$ cat src/rtl/core/tdpt_pkg.sv
// shared types for the trial division prime test
// state encoding and the command/status bundles between controller and datapath
// no dependencies
package tdpt_pkg;

    typedef enum logic [2:0] {
        ST_IDLE,
        ST_CHECK,
        ST_DIV,
        ST_NEXT,
        ST_FINISH
    } tdpt_state_t;

    typedef struct packed {
        logic load;
        logic div_start;
        logic div_step;
        logic advance;
    } tdpt_cmd_t;

    typedef struct packed {
        logic below_two;
        logic bound_ok;
        logic rem_zero;
        logic last_step;
    } tdpt_status_t;

    localparam int FIRST_DIVISOR = 2;

endpackage

$ cat src/rtl/core/tdpt_ctrl.sv
// controller: sequences bound check, remainder and divisor advance,
// and holds the result register of the output channel
// depends on tdpt_pkg
module tdpt_ctrl
    import tdpt_pkg::*;
(
    input  logic         clk,
    input  logic         rst_n,
    input  logic         in_valid,
    output logic         in_stall,
    output logic         out_valid,
    input  logic         out_stall,
    output logic         is_prime,
    input  tdpt_status_t status,
    output tdpt_cmd_t    cmd
);

    tdpt_state_t state_reg, state_next;
    logic        verdict_reg, verdict_next;
    logic        out_valid_reg, out_valid_next;
    logic        is_prime_reg, is_prime_next;
    logic        slot_free;

    assign slot_free = !out_valid_reg || !out_stall;

    always_comb
    begin
        state_next = state_reg;
        unique case (state_reg)
            ST_IDLE:
            begin
                if (in_valid)
                begin
                    state_next = ST_CHECK;
                end
            end
            ST_CHECK:
            begin
                if (status.below_two || !status.bound_ok)
                begin
                    state_next = ST_FINISH;
                end
                else
                begin
                    state_next = ST_DIV;
                end
            end
            ST_DIV:
            begin
                if (status.last_step)
                begin
                    state_next = ST_NEXT;
                end
            end
            ST_NEXT:
            begin
                if (status.rem_zero)
                begin
                    state_next = ST_FINISH;
                end
                else
                begin
                    state_next = ST_CHECK;
                end
            end
            ST_FINISH:
            begin
                if (slot_free)
                begin
                    state_next = ST_IDLE;
                end
            end
            default:
            begin
                state_next = ST_IDLE;
            end
        endcase
    end

    always_comb
    begin
        cmd            = '0;
        verdict_next   = verdict_reg;
        out_valid_next = out_valid_reg && out_stall;
        is_prime_next  = is_prime_reg;
        in_stall       = 1'b1;
        unique case (state_reg)
            ST_IDLE:
            begin
                in_stall = 1'b0;
                cmd.load = in_valid;
            end
            ST_CHECK:
            begin
                if (status.below_two)
                begin
                    verdict_next = 1'b0;
                end
                else if (!status.bound_ok)
                begin
                    verdict_next = 1'b1;
                end
                else
                begin
                    cmd.div_start = 1'b1;
                end
            end
            ST_DIV:
            begin
                cmd.div_step = 1'b1;
            end
            ST_NEXT:
            begin
                if (status.rem_zero)
                begin
                    verdict_next = 1'b0;
                end
                else
                begin
                    cmd.advance = 1'b1;
                end
            end
            ST_FINISH:
            begin
                if (slot_free)
                begin
                    out_valid_next = 1'b1;
                    is_prime_next  = verdict_reg;
                end
            end
            default:
            begin
                cmd = '0;
            end
        endcase
    end

    always_ff @(posedge clk or negedge rst_n)
    begin
        if (!rst_n)
        begin
            state_reg     <= ST_IDLE;
            out_valid_reg <= 1'b0;
        end
        else
        begin
            state_reg     <= state_next;
            out_valid_reg <= out_valid_next;
        end
    end

    always_ff @(posedge clk)
    begin
        verdict_reg  <= verdict_next;
        is_prime_reg <= is_prime_next;
    end

    assign out_valid = out_valid_reg;
    assign is_prime  = is_prime_reg;

endmodule

$ cat config.mk
export PLATFORM = sky130hd
export DESIGN_NAME = tdpt_ctrl
export DESIGN_NICKNAME = d
export VERILOG_FILES = /design/src/rtl/core/tdpt_pkg.sv /design/src/rtl/core/tdpt_ctrl.sv
export SDC_FILE = /design/constraint.sdc
export NUM_CORES = 1
export LEC_CHECK = 0
export ABC_AREA = 1
export BUFFER_PORTS_ARGS = -buffer_cell sky130_fd_sc_hd__buf_2
export CORE_AREA = 2 2 39 41
export CTS_CLUSTER_DIAMETER = 200
export DETAILED_ROUTE_END_ITERATION = 7
export DIE_AREA = 0 0 41 43
export SLEW_MARGIN = 30
export SYNTH_ARGS = -nofsm -noshare
export SYNTH_HDL_FRONTEND = slang
export SYNTH_SLANG_ARGS = --single-unit
export TNS_END_PERCENT = 30
$ cat constraint.sdc
create_clock -name clk -period 1.1 [get_ports clk]
set_clock_uncertainty 0.15 [all_clocks]
set_input_delay 0.22 -clock clk [delete_from_list [all_inputs] [get_ports clk]]
set_output_delay 0.22 -clock clk [all_outputs]
set_load 0.01 [all_outputs]
After elaboration in Yosys (flattened, before gate mapping) --
Index checks and enable logic that the tools add are counted.
Storage, ports and cells: register bits after elaboration 6
Cells by class: eq/ne operators 9, muxes and demuxes 20, reduce and logical (&&, ||, !) cells 11
Operator list (count):
- $mux 3 | 5
- $pmux 3 s5 | 1
- $mux 1 | 13
- $ne 2x2->1 const B | 4
- $eq 3x2->1 const B | 2
- $reduce_and 3->1 | 2
- $eq 3x1->1 const B | 1
- $eq 3x3->1 const B | 1
- $logic_not 1->1 | 3
- $logic_not 3->1 | 1
- $ne 3x3->1 const B | 1
- $logic_or 1x1->1 | 2
- $pmux 1 s2 | 1
- $reduce_and 2->1 | 1
- $reduce_bool 2->1 | 1
- $logic_and 1x1->1 | 1

Longest topological paths before layout --
Gate-level depths: netlist (run 1).
depth in word-level cells 4, depth in mapped cells 5, depth with buffers taken out 5

Worst setup path before layout (run 1) --
No wires, ideal clock.
kind register -> register, start point register state_reg[2], end point register verdict_reg (enable), library setup time 291 ps, data arrival time 799 ps, slack -140 ps, cell stages (with the launch flop) 6, buffers on the path 0, cell sequence dfrtp_1 > inv_1 > nand2_2 > nor2_2 > nand2_1 > nand2_1
On the way: longest elaborated chain between the ends 3, elaborated cells on any way between the ends 6, those cells by class eq/ne: 4; reduce/logical: 2
RTL lines:
- from (decl) | RTL line tdpt_ctrl.sv:18 | tdpt_state_t state_reg, state_next;
- from (signal assigned) | RTL line tdpt_ctrl.sv:147 | state_reg <= state_next;
- $eq 3x1->1 / $eq 3x2->1 (equally long branches) | RTL line tdpt_ctrl.sv:87 | unique case (state_reg)
- $ne 3x3->1 (no source line), or another cell as far along
- $reduce_and 3->1 (no source line) (*)
- to (signal assigned) | RTL line tdpt_ctrl.sv:154 | verdict_reg <= verdict_next;
- to (decl) | RTL line tdpt_ctrl.sv:19 | logic verdict_reg, verdict_next;
Mark *: on every way between the ends. The rest lies on a longest branch, timed or not. A chain may end at the register's enable or synchronous reset.

==> results of run 1 <==
-- area by class of cell --
cell class	count	area (µm²)	area share (%)
inverter	8	30.03	4.969
clock buffer	4	26.28	4.348
multi-input combinational	29	161.4	26.71
sequential	6	162.7	26.92
timing repair buffer	30	203.9	33.75
tap	16	20.02	3.313
-- power groups by stage --
| stage | Combinational [µW] | Sequential [µW] | Clock (µW) |
|---|---|---|---|
| floorplan | 303 | 412 | 0 |
| global placement | 601 | 401 | 0 |
| detailed placement | 607 | 403 | 0 |
| CTS | 772 | 418 | 236 |
| global route | 972 | 436 | 259 |
| finish | 882 | 421 | 228 |
-- final timing paths --
| check | slack [ns] | depth (start not counted) | end | startpoint |
|---|---|---|---|---|
| min | 0.06 | 3 | out_valid$_DFF_PN0_ | out_stall |
| max reg2reg | -0.27 | 4 | verdict_reg$_SDFFCE_PN0P_ | state_reg[2]$_DFFE_PN0P_ |
| min in group asynchronous | 0.15 | 2 | state_reg[1]$_DFFE_PN0P_ | rst_n |
| max in group asynchronous | 0.51 | 2 | state_reg[2]$_DFFE_PN0P_ | rst_n |
| min reg2reg | 0.27 | 0 | is_prime$_DFFE_PP_ | verdict_reg$_SDFFCE_PN0P_ |
| max | -0.45 | 4 | cmd[2] | state_reg[2]$_DFFE_PN0P_ |
-- per-layer routing --
metal / GRT usage (%) / vias to the layer above / routed length, µm / share of wire [%]
li1: - / 203 / - / -
met1: 12.87 / 175 / 345 / 40
met2: 18.75 / 8 / 468 / 54
met3: 3.141 / 2 / 44 / 5.1
met4: 12.00 / 0 / 10 / 1.2
met5: 0 / - / 0 / 0
-- critical path: cells and delay by family, from the launching register on --
| family | cells | cell delay (ns) |
|---|---|---|
| buf+inv | 2 | 0.17 |
| simple gates | 2 | 0.31 |
| flops | 1 | 0.46 |
-- cell usage in the layout, fill, tap and decap left out --
cell type	n
inv_2	2
buf_2	14
inv_1	6
clkbuf_4	3
nand3_1	5
dfrtp_1	2
nor3_4	1
buf_6	3
o21ai_2	3
nand2_1	8
dlygate4sd3_1	1
nor2_2	4
nor2_1	6
nor3_2	1
clkbuf_1	1
buf_4	12
edfxtp_1	2
nand2_2	1
dfrtp_2	2
-- through the flow --
step	power [µW]	utilization (%)	setup WS, ns
floorplan	714.7	-	-0.1246
global placement	1002	34.36	-0.1921
detailed placement	1010	34.36	-0.1954
CTS	1425	41.14	-0.4219
global route	1667	43.67	-0.5296
finish	1531	43.67	-0.4504
-- synthesized netlist by cell type --
cell type / instances / area (µm²)
o21ai_1: 1 / 5.000
o21ai_2: 1 / 8.760
nand2_2: 1 / 6.260
o21ai_0: 1 / 5.000
inv_2: 1 / 3.750
inv_1: 7 / 26.28
nand3_1: 5 / 25.02
edfxtp_1: 2 / 60.06
nor3_2: 1 / 10.01
nand2_1: 8 / 30.03
nor2_2: 1 / 6.260
dfrtp_1: 4 / 100.1
nor3_1: 1 / 5.000
nor2_1: 9 / 33.78
-- cells by family (layout without fill, tap and decap cells) --
kind of cell,Yosys count,in the layout
flops,6,6
simple gates,26,26
compound gates,3,3
buf+inv,8,42
-- repair_timing --
item | CTS | global route
pin swaps | 5 | 4
gates resized for setup | 7 | 6
endpoints found under the hold margin | 4 | 0
setup endpoints to repair | 13 | 14
setup buffers | 5 | 2
cloned | 0 | 0
hold buffers | 1 | 0
==> flow_summary.rst, run 1 <==
.. list-table::
   :header-rows: 1

   * - Metric
     - Value
   * - Layout area overhead
     - 85.77%
   * - RD Place Congestion
     - between 0.7 and 0.8
   * - Worst-case setup margin in the final layout
     - -0.4504 ns
   * - Static power due to leakage
     - approximately 0.00034 µW
   * - Critical Path, Cell by Cell
     - nor3_4 > nand2_1 > inv_1 > buf_2
   * - Fin area
     - approximately 600 µm²
   * - Reg power frac
     - 27.5%
   * - Filler cell count in the final layout
     - 146
   * - Share of the clock period used by the worst path
     - 140.9%
   * - Proportion of synthesized area in mux cells
     - 0%
   * - Max rail drop VDD
     - approximately 0.88 mV
   * - Tot GR Track Use
     - between 10% and 20%
   * - Gr ovfl total
     - 0
   * - Final layout net count
     - 86
   * - Proportion of synthesized chip area in sequential cells
     - between 40% and 50%
   * - Shortest period the worst path allows
     - ~1.6 ns
   * - Worst slack on hold paths
     - roughly 0.061 ns
   * - Post-Layout Cell Count
     - 93
   * - Via-to-Cell Ratio
     - 4.172
   * - Level count of the clock H-tree
     - 1
   * - Crit-path max FO
     - 5
   * - Insertion delay of the later-clocked pin in the worst-skew pair
     - ~0.25 ns
   * - Switching Share
     - approximately two fifths
   * - Die span in x
     - around 41 µm
   * - Number of CTS-inserted buffers
     - 3
   * - Crit-path max cell delay
     - between 0.4 and 0.5 ns
   * - Switching power
     - 588.1 µW
   * - Number of clock sinks seen by CTS
     - 6
   * - Flip-flop count of the largest register, all copies and words added
     - 3
   * - Arrival time at the worst endpoint
     - around 1.2 ns
   * - First-pass GRT wire length
     - 1400 µm
   * - Drt initial violations
     - 0
   * - Final wirelength
     - slightly below 900 µm
   * - Final hold violations
     - 0
   * - Post-synthesis area per instance
     - 7.565 µm²
   * - Critical Setup Path Class
     - reg2out
   * - YS warnings
     - 0
   * - Adder and majority gate portion of the synthesized area
     - 0%
   * - Final antenna-violating net count
     - 0
   * - TritonCTS clock tree
     - yes
   * - Mapped Area
     - ~330 µm²
   * - Type of the worst min-delay path
     - in2reg
   * - Cell with the largest stage delay on the worst path
     - dfrtp_2
   * - Diodes inserted
     - 0
   * - Combinational share of power
     - about 58%
   * - Root cell of the clock tree
     - clkbuf_4
   * - Internal power
     - roughly 940 µW
   * - Required arrival time at the worst endpoint
     - approximately 0.73 ns
   * - Dpl hpwl
     - 573.8 µm
   * - Effective utilization at floorplan
     - a little under a quarter
   * - Buffers on Ports
     - 14
   * - Seq cells post-synth
     - 6
   * - Relative max-transition margin
     - 89.20%
   * - Antenna violations before repair
     - 0
   * - Final count of negative-setup-slack endpoints
     - 14
   * - Outcome
     - complete, but fails checks
   * - Maximum buffer depth of the clock tree
     - 2
   * - Top-level port count
     - 15
   * - Total number of vias
     - between 300 and 400
   * - Drt pass-1 iters
     - 1
   * - Die Ht
     - ~43 µm
   * - Placed cell count
     - 81
   * - Part of the power in the clock network
     - roughly 15%
   * - Xor and xnor fraction of the mapped netlist area
     - 0%
   * - Post-synthesis cell count
     - 43
   * - Synth cell types
     - 14
   * - Share of final-layout standard cells stronger than drive strength 1
     - roughly 60%
   * - Worst-Margin Slew
     - 0.1615 ns
   * - Fraction of the mapped netlist area in compound gates
     - about 5.8%
   * - Worst setup EP type
     - output port
   * - Violated checks
     - negative setup slack
   * - Post-Synth Simple-Gate Area
     - 35.77%
   * - Areal power density over the cells
     - between 2000 and 3000 mW/mm²
   * - Post-route DRC violation count
     - 0
   * - Max Transition Viols Final
     - 0
   * - Fmax
     - ~640 MHz
   * - Sum Neg Setup Slack
     - -2.910 ns
   * - Floorplan row count
     - 14
   * - CP Launch Type
     - register
   * - Die footprint
     - about 0.0018 mm²
   * - Drt wl/cell
     - about 9.3 µm
   * - Via count of the first global-routing pass
     - about 360
   * - Clock transition at the register clock pins on the worst setup and hold paths after CTS
     - 0.05 ns
   * - Post-synthesis net count
     - 51
   * - Core Area
     - ~0.0014 mm²
   * - Unrepaired setup endpoints after global routing
     - true
   * - Post-DP Area
     - ~480 µm²
   * - Dominant combinational cell family by area after synthesis
     - simple AND/OR/NAND/NOR gates
   * - Largest net degree at the start of global routing
     - 7
   * - Count of maximum capacitance violations
     - 0
Note: power is estimated with default switching activity, not from simulation.
==> run 2, diff against run 1 <==
- REMOVE_ABC_BUFFERS: not set -> 1
==> flow_summary.rst, run 2 (synthesis results as in run 1) <==
.. list-table::
   :header-rows: 1

   * - Metric
     - Value
   * - CP Launch Type
     - register
   * - Flip-flop count of the largest register, all copies and words added
     - 3
   * - Share of the clock period used by the worst path
     - 138.2%
   * - Worst-Margin Slew
     - approximately 0.17 ns
   * - Multi-input gate area in the final layout
     - 162.7 µm²
   * - Floorplan row count
     - 14
   * - Layout area overhead
     - 76.92%
   * - Final count of negative-setup-slack endpoints
     - 13
   * - Worst slack on hold paths
     - around 0.05 ns
   * - Critical Path, Cell by Cell
     - nor3_4 > nand2_1 > inv_1 > buf_2
   * - Buffers on Ports
     - 14
   * - Die Ht
     - between 40 and 50 µm
   * - Drt wl/cell
     - ~9.1 µm
   * - TritonCTS clock tree
     - yes
   * - Worst setup EP type
     - output port
   * - Via count of the first global-routing pass
     - approximately 340
   * - Cells on Worst Hold Path
     - 3
   * - Die footprint
     - around 0.0018 mm²
   * - Arrival time at the worst endpoint
     - roughly 1.2 ns
   * - Shortest period the worst path allows
     - roughly 1.5 ns
   * - Max rail drop VDD
     - between 0.9 and 1 mV
   * - Commonest cells after routing, fill and taps aside
     - buf_2, buf_4, nand2_1, nor2_1, inv_1
   * - Grt met2 use
     - approximately 16%
   * - Final wirelength
     - 820 µm
   * - Maximum buffer depth of the clock tree
     - 2
   * - Busiest layer in global routing
     - met2
   * - Dpl hpwl
     - roughly 570 µm
   * - Max Transition Viols Final
     - 0
   * - Crit-path leading delay family
     - flip-flops
   * - Post-DP Area
     - roughly 470 µm²
   * - Final hold violations
     - 0
   * - Top-level port count
     - 15
   * - Root cell of the clock tree
     - clkbuf_4
   * - Type of the worst min-delay path
     - in2reg
   * - Count of maximum capacitance violations
     - 0
   * - Cell with the largest stage delay on the worst path
     - dfrtp_2
   * - Largest net degree at the start of global routing
     - 6
   * - Violated checks
     - negative setup slack
   * - Drt initial violations
     - 5
   * - Number of stages on the worst setup path
     - 4
   * - Number of CTS-inserted buffers
     - 3
   * - Insertion delay of the later-clocked pin in the worst-skew pair
     - between 0.2 and 0.25 ns
   * - RD Place Congestion
     - approximately 0.75
   * - Commonest non-fill, non-tap cell in the layout
     - buf_2
   * - Tot GR Track Use
     - approximately a tenth
   * - Fin area
     - around 580 µm²
   * - Total number of vias
     - ~380
   * - Relative max-transition margin
     - about 89%
   * - Crit path buf inv count
     - 2
   * - Clock transition at the register clock pins on the worst setup and hold paths after CTS
     - 0.05 ns
   * - Overall power consumption
     - 1436 µW
   * - Core Area
     - roughly 0.0014 mm²
   * - Effective utilization at floorplan
     - about a quarter
   * - Met3 demand-to-capacity share in global routing
     - 3.141%
   * - Diodes inserted
     - 0
   * - Level count of the clock H-tree
     - 1
   * - Antenna violations before repair
     - 0
   * - Outcome
     - complete, but fails checks
   * - Worst r2r path cells
     - 6
   * - Register Area
     - ~160 µm²
   * - Unrepaired setup endpoints after global routing
     - true
   * - Worst-case setup margin in the final layout
     - -0.4198 ns
   * - Core Util, Final
     - slightly above 40%
   * - Number of clock sinks seen by CTS
     - 6
   * - Crit-path max FO
     - 4
   * - Die span in x
     - about 41 µm
   * - Via-to-Cell Ratio
     - 4.267
   * - Fmax
     - ~660 MHz
   * - Drt pass-1 iters
     - 2
   * - Static power due to leakage
     - about 0.00032 µW
   * - Critical Setup Path Class
     - reg2out
   * - Required arrival time at the worst endpoint
     - between 0.7 and 0.8 ns
   * - Final antenna-violating net count
     - 0
   * - Gr ovfl total
     - 0
   * - First-pass GRT wire length
     - between 1000 and 1500 µm
   * - Crit-path max cell delay
     - about 0.45 ns
   * - Filler cell count in the final layout
     - 143
   * - Sum Neg Setup Slack
     - -2.837 ns
   * - Areal power density over the cells
     - 2495 mW/mm²
   * - Met1 Track Usage GR
     - between 10 and 15%
   * - Final layout net count
     - just over 80
   * - Post-route DRC violation count
     - 0
   * - Share of final-layout standard cells stronger than drive strength 1
     - 56.76%
## run 2: per-layer routing
layer | vias to the layer above | wire (µm)
met5 | - | 0
met4 | 0 | 0
met3 | 0 | 44
met2 | 8 | 454
met1 | 180 | 320
li1 | 196 | -
## run 2: final cells by class
class | count | area share [%]
repair buffers | 27 | 30.22
multi-input cells | 29 | 28.26
inverters | 8 | 5.217
flip-flops and latches | 6 | 28.26
well taps | 16 | 3.478
clock buffers | 4 | 4.565
## run 2: path summary, 6_finish.rpt
path | start | to | slack [ns]
setup reg to reg | state_reg[0]$_DFFE_PN0P_ | verdict_reg$_SDFFCE_PN0P_ | -0.26
max in group asynchronous | rst_n | state_reg[2]$_DFFE_PN0P_ | 0.51
min in group asynchronous | rst_n | out_valid$_DFF_PN0_ | 0.15
hold / removal | out_stall | out_valid$_DFF_PN0_ | 0.05
setup / recovery | state_reg[2]$_DFFE_PN0P_ | cmd[2] | -0.42
hold reg to reg | verdict_reg$_SDFFCE_PN0P_ | is_prime$_DFFE_PP_ | 0.27
## run 2: per-stage QoR
| step | instances | worst slack [ns] |
|---|---|---|
| 6_report | 90 | -0.4198 |
| 5_1_grt | 90 | -0.4771 |
| 4_1_cts | 88 | -0.4296 |
| 3_5_place_dp | 80 | -0.2023 |
| 3_3_place_gp | 80 | -0.1814 |
| 2_1_floorplan | 43 | -0.1399 |
## run 2: worst reg2reg max path: stages (launching register included)
cell and delay [ns]:
dfrtp_1 0.39, inv_2 0.08, buf_6 0.12, buf_4 0.13
nor2_4 0.08, nand2_2 0.06, nand2_1 0.07
## run 2: power breakdown
group / switching, µW / internal, µW
combinational: 394 / 406
sequential: 88.3 / 330
clock: 80.0 / 137
total: 562 / 874
## run 2: repair_timing
| action | in CTS | in global routing |
|---|---|---|
| hold buffers | 1 | 0 |
| setup buffers | 3 | 2 |
| resized for setup | 8 | 4 |
| endpoints found under the hold margin | 4 | 0 |
| setup endpoints to repair | 13 | 14 |
| pin swaps | 2 | 5 |
